[src/hdl/srm_pkg.sv]
// shared types, constants and helpers of the source rate monitor
package srm_pkg;

	localparam int DEF_COUNT_SLOTS = 16;
	localparam int DEF_BAN_SLOTS   = 16;
	localparam int MAX_VIOL        = 16;
	localparam int VCW             = $clog2(MAX_VIOL + 1);
	localparam int VIW             = $clog2(MAX_VIOL);
	localparam logic [31:0] WINDOW_MS = 32'd1000;
	localparam logic [15:0] CNT_MAX   = 16'hFFFF;
	localparam int AW = 6;
	localparam int DW = 64;

	typedef enum logic [2:0] {
		REG_ENABLED      = 3'd0,
		REG_WINDOW_LIMIT = 3'd1,
		REG_SOURCE_LIMIT = 3'd2,
		REG_AUTO_BAN     = 3'd3,
		REG_LIFETIME     = 3'd4,
		REG_DENY_ALL     = 3'd5,
		REG_ALLOW_NET    = 3'd6,
		REG_BLOCK_NET    = 3'd7
	} reg_idx_t;

	typedef struct packed {
		logic        enabled;
		logic [15:0] window_packet_limit;
		logic [15:0] source_limit;
		logic        auto_ban;
		logic [15:0] ban_lifetime_s;
		logic        deny_all;
		logic [37:0] allow_network;
		logic [37:0] block_network;
	} cfg_t;

	typedef struct packed {
		logic        func;
		logic [31:0] source_addr;
	} req_t;

	typedef struct packed {
		logic        banned;
		logic        threshold_violated;
		logic        violator_valid;
		logic [31:0] violator_addr;
		logic        table_full;
		logic        last;
	} rsp_t;

	// prefix match, prefix lengths above 32 act as 32
	function automatic logic net_match(input logic [37:0] net, input logic [31:0] a);
		logic [5:0]  plen;
		logic [31:0] mask;
		plen = net[5:0];
		if (plen >= 6'd32)
			mask = 32'hFFFF_FFFF;
		else
			mask = ~(32'hFFFF_FFFF >> plen);
		return (plen != 6'd0) && (((a ^ net[37:6]) & mask) == 32'd0);
	endfunction

endpackage

[src/hdl/srm_regs.sv]
// configuration register file behind the apb port
module srm_regs import srm_pkg::*; (
	input  logic          clk,
	input  logic          arst_n,
	input  logic          psel,
	input  logic          penable,
	input  logic          pwrite,
	input  logic [AW-1:0] paddr,
	input  logic [DW-1:0] pwdata,
	output logic [DW-1:0] prdata,
	output logic          pready,
	output cfg_t          cfg
);
	cfg_t     cfg_q;
	reg_idx_t idx;
	logic     wr;

	assign idx    = reg_idx_t'(paddr[AW-1:3]);
	assign wr     = psel && penable && pwrite;
	assign pready = 1'b1;
	assign cfg    = cfg_q;

	always_ff @(posedge clk or negedge arst_n) begin
		if (!arst_n) begin
			cfg_q.enabled             <= 1'b0;
			cfg_q.window_packet_limit <= 16'd100;
			cfg_q.source_limit        <= 16'd50;
			cfg_q.auto_ban            <= 1'b1;
			cfg_q.ban_lifetime_s      <= 16'd0;
			cfg_q.deny_all            <= 1'b0;
			cfg_q.allow_network       <= 38'd0;
			cfg_q.block_network       <= 38'd0;
		end else if (wr) begin
			unique case (idx)
				REG_ENABLED:      cfg_q.enabled             <= pwdata[0];
				REG_WINDOW_LIMIT: cfg_q.window_packet_limit <= pwdata[15:0];
				REG_SOURCE_LIMIT: cfg_q.source_limit        <= pwdata[15:0];
				REG_AUTO_BAN:     cfg_q.auto_ban            <= pwdata[0];
				REG_LIFETIME:     cfg_q.ban_lifetime_s      <= pwdata[15:0];
				REG_DENY_ALL:     cfg_q.deny_all            <= pwdata[0];
				REG_ALLOW_NET:    cfg_q.allow_network       <= pwdata[37:0];
				REG_BLOCK_NET:    cfg_q.block_network       <= pwdata[37:0];
				default:          ;
			endcase
		end
	end

	always_comb begin
		prdata = '0;
		unique case (idx)
			REG_ENABLED:      prdata = DW'(cfg_q.enabled);
			REG_WINDOW_LIMIT: prdata = DW'(cfg_q.window_packet_limit);
			REG_SOURCE_LIMIT: prdata = DW'(cfg_q.source_limit);
			REG_AUTO_BAN:     prdata = DW'(cfg_q.auto_ban);
			REG_LIFETIME:     prdata = DW'(cfg_q.ban_lifetime_s);
			REG_DENY_ALL:     prdata = DW'(cfg_q.deny_all);
			REG_ALLOW_NET:    prdata = DW'(cfg_q.allow_network);
			REG_BLOCK_NET:    prdata = DW'(cfg_q.block_network);
			default:          prdata = '0;
		endcase
	end
endmodule

[src/hdl/source_rate_monitor_ban_table.sv]
// Per-source packet rate limiter with a ban table. A tick transfer advances the ms time
// and gives no result. A packet is worked by a sequencer that walks the tables one slot per
// cycle through a single compare unit: the ban table for expiry and ban lookup, then the
// count table for the count lookup, then an update step and a step that forms the first
// result. When a window closes within 1000 ms and auto ban is set, the count table is
// walked again, and the ban table is searched for each violator. Results leave one per
// transfer; no new item is taken until the last one is gone. A disabled packet skips the
// table walks. Configuration sits at byte addresses 8*i on a 64-bit apb port.
module source_rate_monitor_ban_table import srm_pkg::*; #(
	parameter int COUNT_SLOTS = DEF_COUNT_SLOTS,
	parameter int BAN_SLOTS   = DEF_BAN_SLOTS
) (
	input  logic          clk,
	input  logic          arst_n,
	input  logic          req_valid,
	output logic          req_ready,
	input  req_t          req,
	output logic          rsp_valid,
	input  logic          rsp_ready,
	output rsp_t          rsp,
	input  logic          psel,
	input  logic          penable,
	input  logic          pwrite,
	input  logic [AW-1:0] paddr,
	input  logic [DW-1:0] pwdata,
	output logic [DW-1:0] prdata,
	output logic          pready
);
	localparam int CIW = (COUNT_SLOTS > 1) ? $clog2(COUNT_SLOTS) : 1;
	localparam int BIW = (BAN_SLOTS > 1) ? $clog2(BAN_SLOTS) : 1;

	typedef enum logic [2:0] {
		S_IDLE, S_EXPIRE, S_COUNT, S_UPDATE, S_CLOSE, S_BSRCH, S_FIRST, S_OUT
	} state_t;

	cfg_t cfg;

	srm_regs u_regs (
		.clk     (clk),
		.arst_n  (arst_n),
		.psel    (psel),
		.penable (penable),
		.pwrite  (pwrite),
		.paddr   (paddr),
		.pwdata  (pwdata),
		.prdata  (prdata),
		.pready  (pready),
		.cfg     (cfg)
	);

	// tables
	logic [31:0] count_addr [COUNT_SLOTS];
	logic [15:0] count_value [COUNT_SLOTS];
	logic [31:0] ban_addr [BAN_SLOTS];
	logic [31:0] ban_time [BAN_SLOTS];
	logic [31:0] vbuf [MAX_VIOL];
	logic [COUNT_SLOTS-1:0] count_used_q;
	logic [BAN_SLOTS-1:0]   ban_used_q;

	state_t          state_q;
	logic [31:0]     now_q, wstart_q, src_q, vaddr_q;
	logic [15:0]     wcount_q;
	logic [25:0]     life_q;
	logic            en_q, hit_q, full_q, viol_q;
	logic [CIW-1:0]  cidx_q, fidx_q, cfree_idx_q;
	logic            found_q, cfree_q;
	logic [BIW-1:0]  bidx_q, bfree_idx_q;
	logic            bfree_q;
	logic [VCW-1:0]  vcnt_q, oidx_q;
	rsp_t            out_q;

	logic        accept, cidx_last, bidx_last;
	logic [31:0] c_addr, b_addr, b_time, v_rd;
	logic [15:0] c_val, wnext;
	logic        b_used, b_expired, c_cand, b_match;
	logic        b_free;
	logic [BIW-1:0] b_slot;
	logic        fast_close, count_new;
	logic        report;

	assign req_ready = (state_q == S_IDLE);
	assign accept    = req_valid && req_ready;
	assign rsp_valid = (state_q == S_OUT);
	assign rsp       = out_q;

	assign cidx_last = (cidx_q == CIW'(COUNT_SLOTS - 1));
	assign bidx_last = (bidx_q == BIW'(BAN_SLOTS - 1));
	assign c_addr    = count_addr[cidx_q];
	assign c_val     = count_value[cidx_q];
	assign b_addr    = ban_addr[bidx_q];
	assign b_time    = ban_time[bidx_q];
	assign b_used    = ban_used_q[bidx_q];
	assign v_rd      = vbuf[oidx_q[VIW-1:0]];
	assign b_expired = b_used && (cfg.ban_lifetime_s != 16'd0)
		&& ((now_q - b_time) > {6'd0, life_q});
	assign c_cand    = count_used_q[cidx_q] && (c_val >= cfg.source_limit)
		&& !net_match(cfg.allow_network, c_addr);
	assign b_match   = b_used && (b_addr == vaddr_q);
	// first free ban slot, the slot under the walk included
	assign b_free    = bfree_q || !b_used;
	assign b_slot    = bfree_q ? bfree_idx_q : bidx_q;
	assign wnext     = wcount_q + 16'd1;
	assign fast_close = ((now_q - wstart_q) <= WINDOW_MS);
	assign count_new  = !found_q && cfree_q;
	// a violator is stored: refreshed on a hit, or put into the first free slot
	assign report    = (state_q == S_BSRCH) && (b_match || (bidx_last && b_free));

	always_ff @(posedge clk) begin
		if (state_q == S_UPDATE) begin
			if (found_q) begin
				if (count_value[fidx_q] != CNT_MAX)
					count_value[fidx_q] <= count_value[fidx_q] + 16'd1;
			end else if (cfree_q) begin
				count_addr[cfree_idx_q]  <= src_q;
				count_value[cfree_idx_q] <= 16'd1;
			end
		end
		if (state_q == S_BSRCH) begin
			if (b_match) begin
				ban_time[bidx_q] <= now_q;
			end else if (bidx_last && b_free) begin
				ban_addr[b_slot] <= vaddr_q;
				ban_time[b_slot] <= now_q;
			end
		end
		if (report && (vcnt_q < VCW'(MAX_VIOL)))
			vbuf[vcnt_q[VIW-1:0]] <= vaddr_q;
	end

	always_ff @(posedge clk or negedge arst_n) begin
		if (!arst_n) begin
			state_q      <= S_IDLE;
			now_q        <= '0;
			wstart_q     <= '0;
			wcount_q     <= '0;
			count_used_q <= '0;
			ban_used_q   <= '0;
			src_q        <= '0;
			vaddr_q      <= '0;
			life_q       <= '0;
			en_q         <= 1'b0;
			hit_q        <= 1'b0;
			full_q       <= 1'b0;
			viol_q       <= 1'b0;
			cidx_q       <= '0;
			fidx_q       <= '0;
			cfree_idx_q  <= '0;
			found_q      <= 1'b0;
			cfree_q      <= 1'b0;
			bidx_q       <= '0;
			bfree_idx_q  <= '0;
			bfree_q      <= 1'b0;
			vcnt_q       <= '0;
			oidx_q       <= '0;
			out_q        <= '0;
		end else begin
			unique case (state_q)
				S_IDLE: begin
					if (accept) begin
						if (req.func) begin
							now_q <= now_q + 32'd1;
						end else begin
							src_q   <= req.source_addr;
							en_q    <= cfg.enabled;
							life_q  <= 26'(cfg.ban_lifetime_s) * 26'd1000;
							hit_q   <= 1'b0;
							full_q  <= 1'b0;
							viol_q  <= 1'b0;
							found_q <= 1'b0;
							cfree_q <= 1'b0;
							bidx_q  <= '0;
							cidx_q  <= '0;
							vcnt_q  <= '0;
							state_q <= cfg.enabled ? S_EXPIRE : S_FIRST;
						end
					end
				end
				S_EXPIRE: begin
					if (b_expired)
						ban_used_q[bidx_q] <= 1'b0;
					if (b_used && !b_expired && (b_addr == src_q))
						hit_q <= 1'b1;
					if (bidx_last)
						state_q <= S_COUNT;
					else
						bidx_q <= bidx_q + BIW'(1);
				end
				S_COUNT: begin
					if (!found_q) begin
						if (count_used_q[cidx_q] && (c_addr == src_q)) begin
							found_q <= 1'b1;
							fidx_q  <= cidx_q;
						end else if (!count_used_q[cidx_q] && !cfree_q) begin
							cfree_q     <= 1'b1;
							cfree_idx_q <= cidx_q;
						end
					end
					if (cidx_last)
						state_q <= S_UPDATE;
					else
						cidx_q <= cidx_q + CIW'(1);
				end
				S_UPDATE: begin
					if (!found_q && !cfree_q)
						full_q <= 1'b1;
					cidx_q <= '0;
					if (wnext >= cfg.window_packet_limit) begin
						wcount_q <= '0;
						viol_q   <= fast_close;
						if (fast_close && cfg.auto_ban) begin
							if (count_new)
								count_used_q[cfree_idx_q] <= 1'b1;
							state_q <= S_CLOSE;
						end else begin
							count_used_q <= '0;
							wstart_q     <= now_q;
							state_q      <= S_FIRST;
						end
					end else begin
						if (count_new)
							count_used_q[cfree_idx_q] <= 1'b1;
						wcount_q <= wnext;
						state_q  <= S_FIRST;
					end
				end
				S_CLOSE: begin
					if (c_cand) begin
						vaddr_q <= c_addr;
						bidx_q  <= '0;
						bfree_q <= 1'b0;
						state_q <= S_BSRCH;
					end else if (cidx_last) begin
						count_used_q <= '0;
						wstart_q     <= now_q;
						state_q      <= S_FIRST;
					end else begin
						cidx_q <= cidx_q + CIW'(1);
					end
				end
				S_BSRCH: begin
					if (report && (vcnt_q < VCW'(MAX_VIOL)))
						vcnt_q <= vcnt_q + VCW'(1);
					if (!b_match && !b_used && !bfree_q) begin
						bfree_q     <= 1'b1;
						bfree_idx_q <= bidx_q;
					end
					if (!b_match && bidx_last) begin
						if (b_free)
							ban_used_q[b_slot] <= 1'b1;
						else
							full_q <= 1'b1;
					end
					if (b_match || bidx_last) begin
						if (cidx_last) begin
							count_used_q <= '0;
							wstart_q     <= now_q;
							state_q      <= S_FIRST;
						end else begin
							cidx_q  <= cidx_q + CIW'(1);
							state_q <= S_CLOSE;
						end
					end else begin
						bidx_q <= bidx_q + BIW'(1);
					end
				end
				S_FIRST: begin
					out_q.banned <= en_q && !net_match(cfg.allow_network, src_q)
						&& (cfg.deny_all || hit_q || net_match(cfg.block_network, src_q));
					out_q.threshold_violated <= viol_q;
					out_q.violator_valid     <= 1'b0;
					out_q.violator_addr      <= '0;
					out_q.table_full         <= full_q;
					out_q.last               <= (vcnt_q == '0);
					oidx_q  <= '0;
					state_q <= S_OUT;
				end
				S_OUT: begin
					if (rsp_ready) begin
						if (oidx_q < vcnt_q) begin
							out_q.banned             <= 1'b0;
							out_q.threshold_violated <= 1'b0;
							out_q.violator_valid     <= 1'b1;
							out_q.violator_addr      <= v_rd;
							out_q.table_full         <= 1'b0;
							out_q.last               <= ((oidx_q + VCW'(1)) == vcnt_q);
							oidx_q <= oidx_q + VCW'(1);
						end else begin
							state_q <= S_IDLE;
						end
					end
				end
				default: state_q <= S_IDLE;
			endcase
		end
	end

`ifndef SYNTH
	a_no_take_while_out: assert property (@(posedge clk) disable iff (!arst_n)
		rsp_valid |-> !req_ready) else $error("input taken while results pending");
	a_vcnt_bound: assert property (@(posedge clk) disable iff (!arst_n)
		vcnt_q <= VCW'(MAX_VIOL)) else $error("violator count overflow");
	a_last_frees: assert property (@(posedge clk) disable iff (!arst_n)
		(rsp_valid && rsp_ready && rsp.last) |=> req_ready)
		else $error("block not idle after last result");
	a_viol_clean: assert property (@(posedge clk) disable iff (!arst_n)
		(rsp_valid && rsp.violator_valid) |-> (!rsp.banned && !rsp.table_full))
		else $error("violator result carries first-result flags");
`endif
endmodule
[config.mk]
export PLATFORM = sky130hd
export DESIGN_NAME = source_rate_monitor_ban_table
export DESIGN_NICKNAME = d
export VERILOG_FILES = /design/src/hdl/srm_pkg.sv /design/src/hdl/srm_regs.sv /design/src/hdl/source_rate_monitor_ban_table.sv
export SDC_FILE = /design/constraint.sdc
export NUM_CORES = 2
export LEC_CHECK = 0
export BUFFER_PORTS_ARGS = -buffer_cell sky130_fd_sc_hd__buf_2
export CAP_MARGIN = 25
export CORE_MARGIN = 8
export CORE_UTILIZATION = 55
export DETAILED_ROUTE_END_ITERATION = 10
export PLACE_DENSITY_LB_ADDON = 0.2
export SLEW_MARGIN = 20
export SYNTH_ARGS = -nofsm -noshare
export SYNTH_HDL_FRONTEND = slang
export SYNTH_SLANG_ARGS = --single-unit
[constraint.sdc]
create_clock -name clk -period 19.1 [get_ports clk]
set_input_delay 3.82 -clock clk [delete_from_list [all_inputs] [get_ports clk]]
set_output_delay 3.82 -clock clk [all_outputs]
set_load 0.1 [all_outputs]
# Word level (Yosys, flattened, before mapping)
# Memory sizes are Yosys's and may differ from the RTL's.
# Index checks and enable logic that the tools add are counted.
# totals
regBits	403
ramBits	2304
in_bits	110
out_inout_bits	104
word_cells	335
n_memories	5
# op_classes
n_addsub	9
mul	1
magnitude_cmp	15
eq_ne	47
shift	2
mux	111
n_bitwise	15
n_reduce_logical	93
# mem_list
name	depth	width	rd	rd_clocked_by_memory_dff	write_ports	line	rtl
ban_addr	16	32	1	0	1	source_rate_monitor_ban_table.sv:54	logic [31:0] ban_addr [BAN_SLOTS];
ban_time	16	32	1	0	1	source_rate_monitor_ban_table.sv:55	logic [31:0] ban_time [BAN_SLOTS];
count_addr	16	32	1	0	1	source_rate_monitor_ban_table.sv:52	logic [31:0] count_addr [COUNT_SLOTS];
vbuf	16	32	1	0	1	source_rate_monitor_ban_table.sv:56	logic [31:0] vbuf [MAX_VIOL];
count_value	16	16	2	0	1	source_rate_monitor_ban_table.sv:53	logic [15:0] count_value [COUNT_SLOTS];
# op_table
op	count
one-hot mux 64 bit (8 select lines)	1
2-to-1 mux 32 bit	10
2-to-1 mux 16 bit	11
AND 32 bit	3
equality test 32 bit	3
logical NOT 32 bit	3
one-hot mux 32 bit (3 select lines)	1
bitwise XOR 32 bit	3
2-to-1 mux 37 bit	2
one-hot mux 37 bit (2 select lines)	1
NOT 32 bit	2
>> shifter 32 x 6 -> 32 bit, first input constant	2
subtractor 32 bit	2
one-hot mux 16 bit (3 select lines)	1
2-to-1 mux 4 bit	11
2-to-1 mux 1 bit	38
2-to-1 mux 3 bit	11
adder 16 x 1 -> 16 bit, second input constant	2
adder 32 x 1 -> 32 bit, second input constant	1
>= comparator 16 bit	2
> comparator 32 x 26 -> 1 bit	1
less-or-equal comparator 32 x 10 -> 1 bit, second input constant	1
inequality test 2 bit, second input constant	16
bitwise OR 16 bit	2
other kinds (49)	163

# Logic depth before layout (Yosys ltp)
# logic_depth
depth_word	11
mapped_depth	34
depth_no_buf	25

# Hierarchy
# From an unflattened synthesis, not the netlist that was laid out.
# unflattened
hier_cells	6811
area_unflattened_um2	119414.5
# by_module_without_submodules
module	n_inst	cells_each	area_per_inst_um2	seq_area_each_um2
source_rate_monitor_ban_table	1	6396	113468.8	76093.0
srm_regs	1	415	5945.7	3186.8

# Worst setup path after synthesis
# Ideal clock, no wire load.
# synth_timing
path_kind	input to output
startpoint	input paddr[3]
endpoint	output prdata[13]
arrival_time_ns	6.379
required_ns	15.280
slack_ns	8.901
stages	5
path_buffers	3
cell_sequence	clkbuf_1 -> buf_1 -> clkbuf_1 -> a31oi_1 -> a21oi_1
# synth_between
elab_chain_cells	2
word_cells_on_any_way	9
cone_classes	eq/ne: 7; mux: 1; reduce/logical: 1
# synth_rtl
item	line	rtl
start, declared	source_rate_monitor_ban_table.sv:24	input logic [AW-1:0] paddr,
equality test 3 bit, or another cell as far along	srm_regs.sv:50	unique case (idx)
one-hot mux 64 bit (8 select lines) *	srm_regs.sv:50	
end, declared	source_rate_monitor_ban_table.sv:26	output logic [DW-1:0] prdata,
# Every way passes the cells marked *; elsewhere a longest branch is shown, timed or not. The select of a mux whose other input is x is not followed.

# Worst setup path after layout
# layout_timing
startpoint	input paddr[4]
endpoint	output prdata[8]
# Same word-level chain as after synthesis.

==> impl_metrics.json <==
{
  "cp_data_arrival_time_ps": 6500,
  "clkTransAtPathRegs_ps": 60,
  "synth-edff-count": 2304,
  "start_util_pct": 55.2,
  "vdd_drop_max_uv": 201,
  "coreArea_mm2": 0.217,
  "reg2reg_setup_slack_ps": 11360,
  "power.share.switching_pct": 35.0,
  "min_to": "now_q[3]",
  "ys.flop_type": "edfxtp_1",
  "ys_seq_area_share_pct": 66.3,
  "power_switching_mw": 6.99,
  "antenna_found_initial": 21,
  "dpl_worst_slack_ps": 8870,
  "cts_htree_levels": 5,
  "p_clk_share_pct": 27.6,
  "power.total_mw": 20.0,
  "finalSetupTns_ps": 0,
  "max_freq_mhz": 96.9,
  "firstDrtPassIters": 6,
  "fin_crit_sh_pct": 54.0,
  "seq_power_share_pct": 37.9,
  "cts_resized": 0,
  "drcViolationCount": 0,
  "cp_data_required_time_ps": 15280,
  "netlist_area_mm2": 0.120,
  "power.internal_mw": 13.0,
  "grt_max_degree": 125,
  "synth_area_per_cell_um2": 16.8,
  "numCtsBuffers": 293,
  "drive_above_1_share_pct": 23.9,
  "cts_hold_buf": 0,
  "cts_tree": "yes",
  "grt_overflow": 0,
  "instances_no_fill": 10500,
  "crit_path_end_kind": "output pin",
  "final_util_pct": 61.9,
  "path_class": "input port to output pin",
  "r2r-end": "hit_q",
  "track_usage_pct": 28.3,
  "final_common_cell": "edfxtp_1",
  "port_buffers": 157,
  "setup_violations": 0,
  "clockRootBuffer": "clkbuf_16",
  "async_flop_share_pct": 14.9,
  "finClkSkew_ps": 72.0,
  "insertion_delay_ps": 940,
  "hold_depth": 1,
  "dp.final_hpwl_um": 206000,
  "nets": 7802,
  "reg2reg_depth": 28,
  "synthCells": 7131,
  "p_leak_nw": 45.9,
  "drtIter0Drc": 7809,
  "row_count": 171,
  "timing_hold_violations_final": 0,
  "wl_per_cell_um": 31.5,
  "die_height_um": 482,
  "yosysUniqueCellTypes": 94,
  "vias": 68200,
  "cp_max_fo": 17,
  "grt_pass1_vias": 68300,
  "gp_congestion": 0.931,
  "comb_power_share_pct": 34.5,
  "r2r_start": "bidx_q[1]",
  "tightest_slew_ps": 1170,
  "hp-start": "now_q[3]",
  "worst_slack_ps": 8780,
  "area_delta_synth_final_pct": 12.1,
  "status": "complete, no violations",
  "drtAntennaViolNets": 0,
  "cts.sinks": 2707,
  "dp_cells": 9991,
  "place_area_mm2": 0.125,
  "slew_violations": 0,
  "ys_ff_latch": 2707,
  "drt_wl_total_um": 331000,
  "stdcell_area_mm2": 0.134,
  "dieWidth_um": 482,
  "rsz0062_at_grt": "no",
  "relSlewSlack_pct": 21.5,
  "die-area_mm2": 0.233,
  "whs_ps": 475,
  "ios": 214,
  "post_cts_buffers": 0,
  "finalCriticalPeriod_ps": 10320,
  "ys_warn_count": 0,
  "layout_common_cells": "2304 x edfxtp_1, 702 x mux4_2, 506 x nand2_1",
  "clockBufferDepth": 4,
  "min_path_type": "flop to flop",
  "viasPerCell": 6.48,
  "crit_path_start": "paddr[4]",
  "max_cap_violations": 0,
  "worstSetupStartpointType": "input port",
  "power.density_mw_per_mm2": 149,
  "grt_pass1_wl_um": 478000
}
[cells in the mapped netlist, types with 10 or more instances]
cell / n / area share, %
nand2_1: 507 / 1.6
or3_1: 17 / 0.089
o21ai_0: 287 / 1.2
o22ai_1: 64 / 0.33
mux2i_1: 177 / 1.5
buf_1: 65 / 0.20
o221ai_1: 18 / 0.13
buf_4: 40 / 0.25
xnor2_1: 218 / 1.6
or2_2: 10 / 0.052
o211ai_1: 15 / 0.094
a211oi_1: 26 / 0.16
mux2_1: 11 / 0.10
o2111ai_1: 13 / 0.095
nand3_1: 107 / 0.45
nor3_1: 52 / 0.22
o31ai_1: 16 / 0.10
a22o_1: 26 / 0.19
a31oi_1: 27 / 0.14
mux2_2: 177 / 1.7
nor4_1: 47 / 0.25
a21o_1: 55 / 0.35
a2111oi_0: 12 / 0.088
and2_1: 24 / 0.13
xor2_1: 98 / 0.72
inv_1: 259 / 0.81
o21a_1: 21 / 0.13
ha_1: 197 / 2.1
nand4_1: 46 / 0.24
edfxtp_1: 2304 / 58
nor2_1: 219 / 0.69
a22oi_1: 44 / 0.28
buf_2: 65 / 0.27
a21oi_1: 174 / 0.73
mux4_2: 702 / 13
or4_1: 17 / 0.11
and3_1: 39 / 0.20
nor2b_1: 40 / 0.21
nand2b_1: 45 / 0.24
clkbuf_1: 225 / 0.71
dfrtp_1: 396 / 8.3
fa_1: 55 / 0.92
[per-layer routing]
| layer | track usage (%) | vias up | share of wire (%) |
|---|---|---|---|
| li1 | - | 28600 | - |
| met3 | 4.92 | 666 | 8.4 |
| met2 | 45.3 | 3223 | 48 |
| met1 | 38.1 | 35600 | 38 |
| met4 | 13.5 | 8 | 5.6 |
| met5 | 0 | - | 0.013 |
[critical path, cell delays in order]
cell and delay (ps):
buf_2 400, inv_1 400, nor2_1 380, a22oi_1 190
o221ai_1 720, buf_2 560
[power by group through the flow]
stage          clock (mW)  combinational (mW)  sequential, mW
4_1_cts              5.58                6.83            7.56
2_1_floorplan           0                4.48            7.84
6_report             5.52                6.88            7.57
5_1_grt              5.82                7.44            7.59
3_3_place_gp            0                6.65            7.68
3_5_place_dp            0                6.78            7.69
[cells by family after synthesis]
group           Yosys count  synth area share, %
compound gates          906                 4.85
xor+xnor                316                 2.31
fa+ha+maj               254                 3.00
buf+inv                 670                 2.36
flops                  2707                 66.3
mux                    1070                 16.5
other cells               2              0.00628
simple gates           1206                 4.70
[flip-flops by register name, summed over array words and instances (netlist names), 37 cells and up]
name and count:
rsp 37, ban_time 512, ban_addr 512, vbuf 512, count_addr 512, count_value 256
u_regs.cfg 127
[final cells by class]
cell class | instances | area [um2]
well taps | 2854 | 3570
repair buffers | 394 | 2750
fillers | 15400 | 82600
diodes | 10 | 25.0
clock buffers | 397 | 8160
multi-input cells | 3779 | 38300
flip-flops and latches | 2707 | 79300
inverters | 265 | 1000
clock inverters | 109 | 1080
[worst max path at each step]
stage / cells past startpoint / to / slack [ps]
after floorplan: 5 / prdata[13] / 8900
after global placement: 6 / prdata[7] / 8880
after detailed placement: 6 / prdata[8] / 8870
after CTS: 6 / prdata[8] / 8860
after global routing: 6 / prdata[8] / 8720
final: 6 / prdata[8] / 8780
Power figures use the tool's default switching activity.
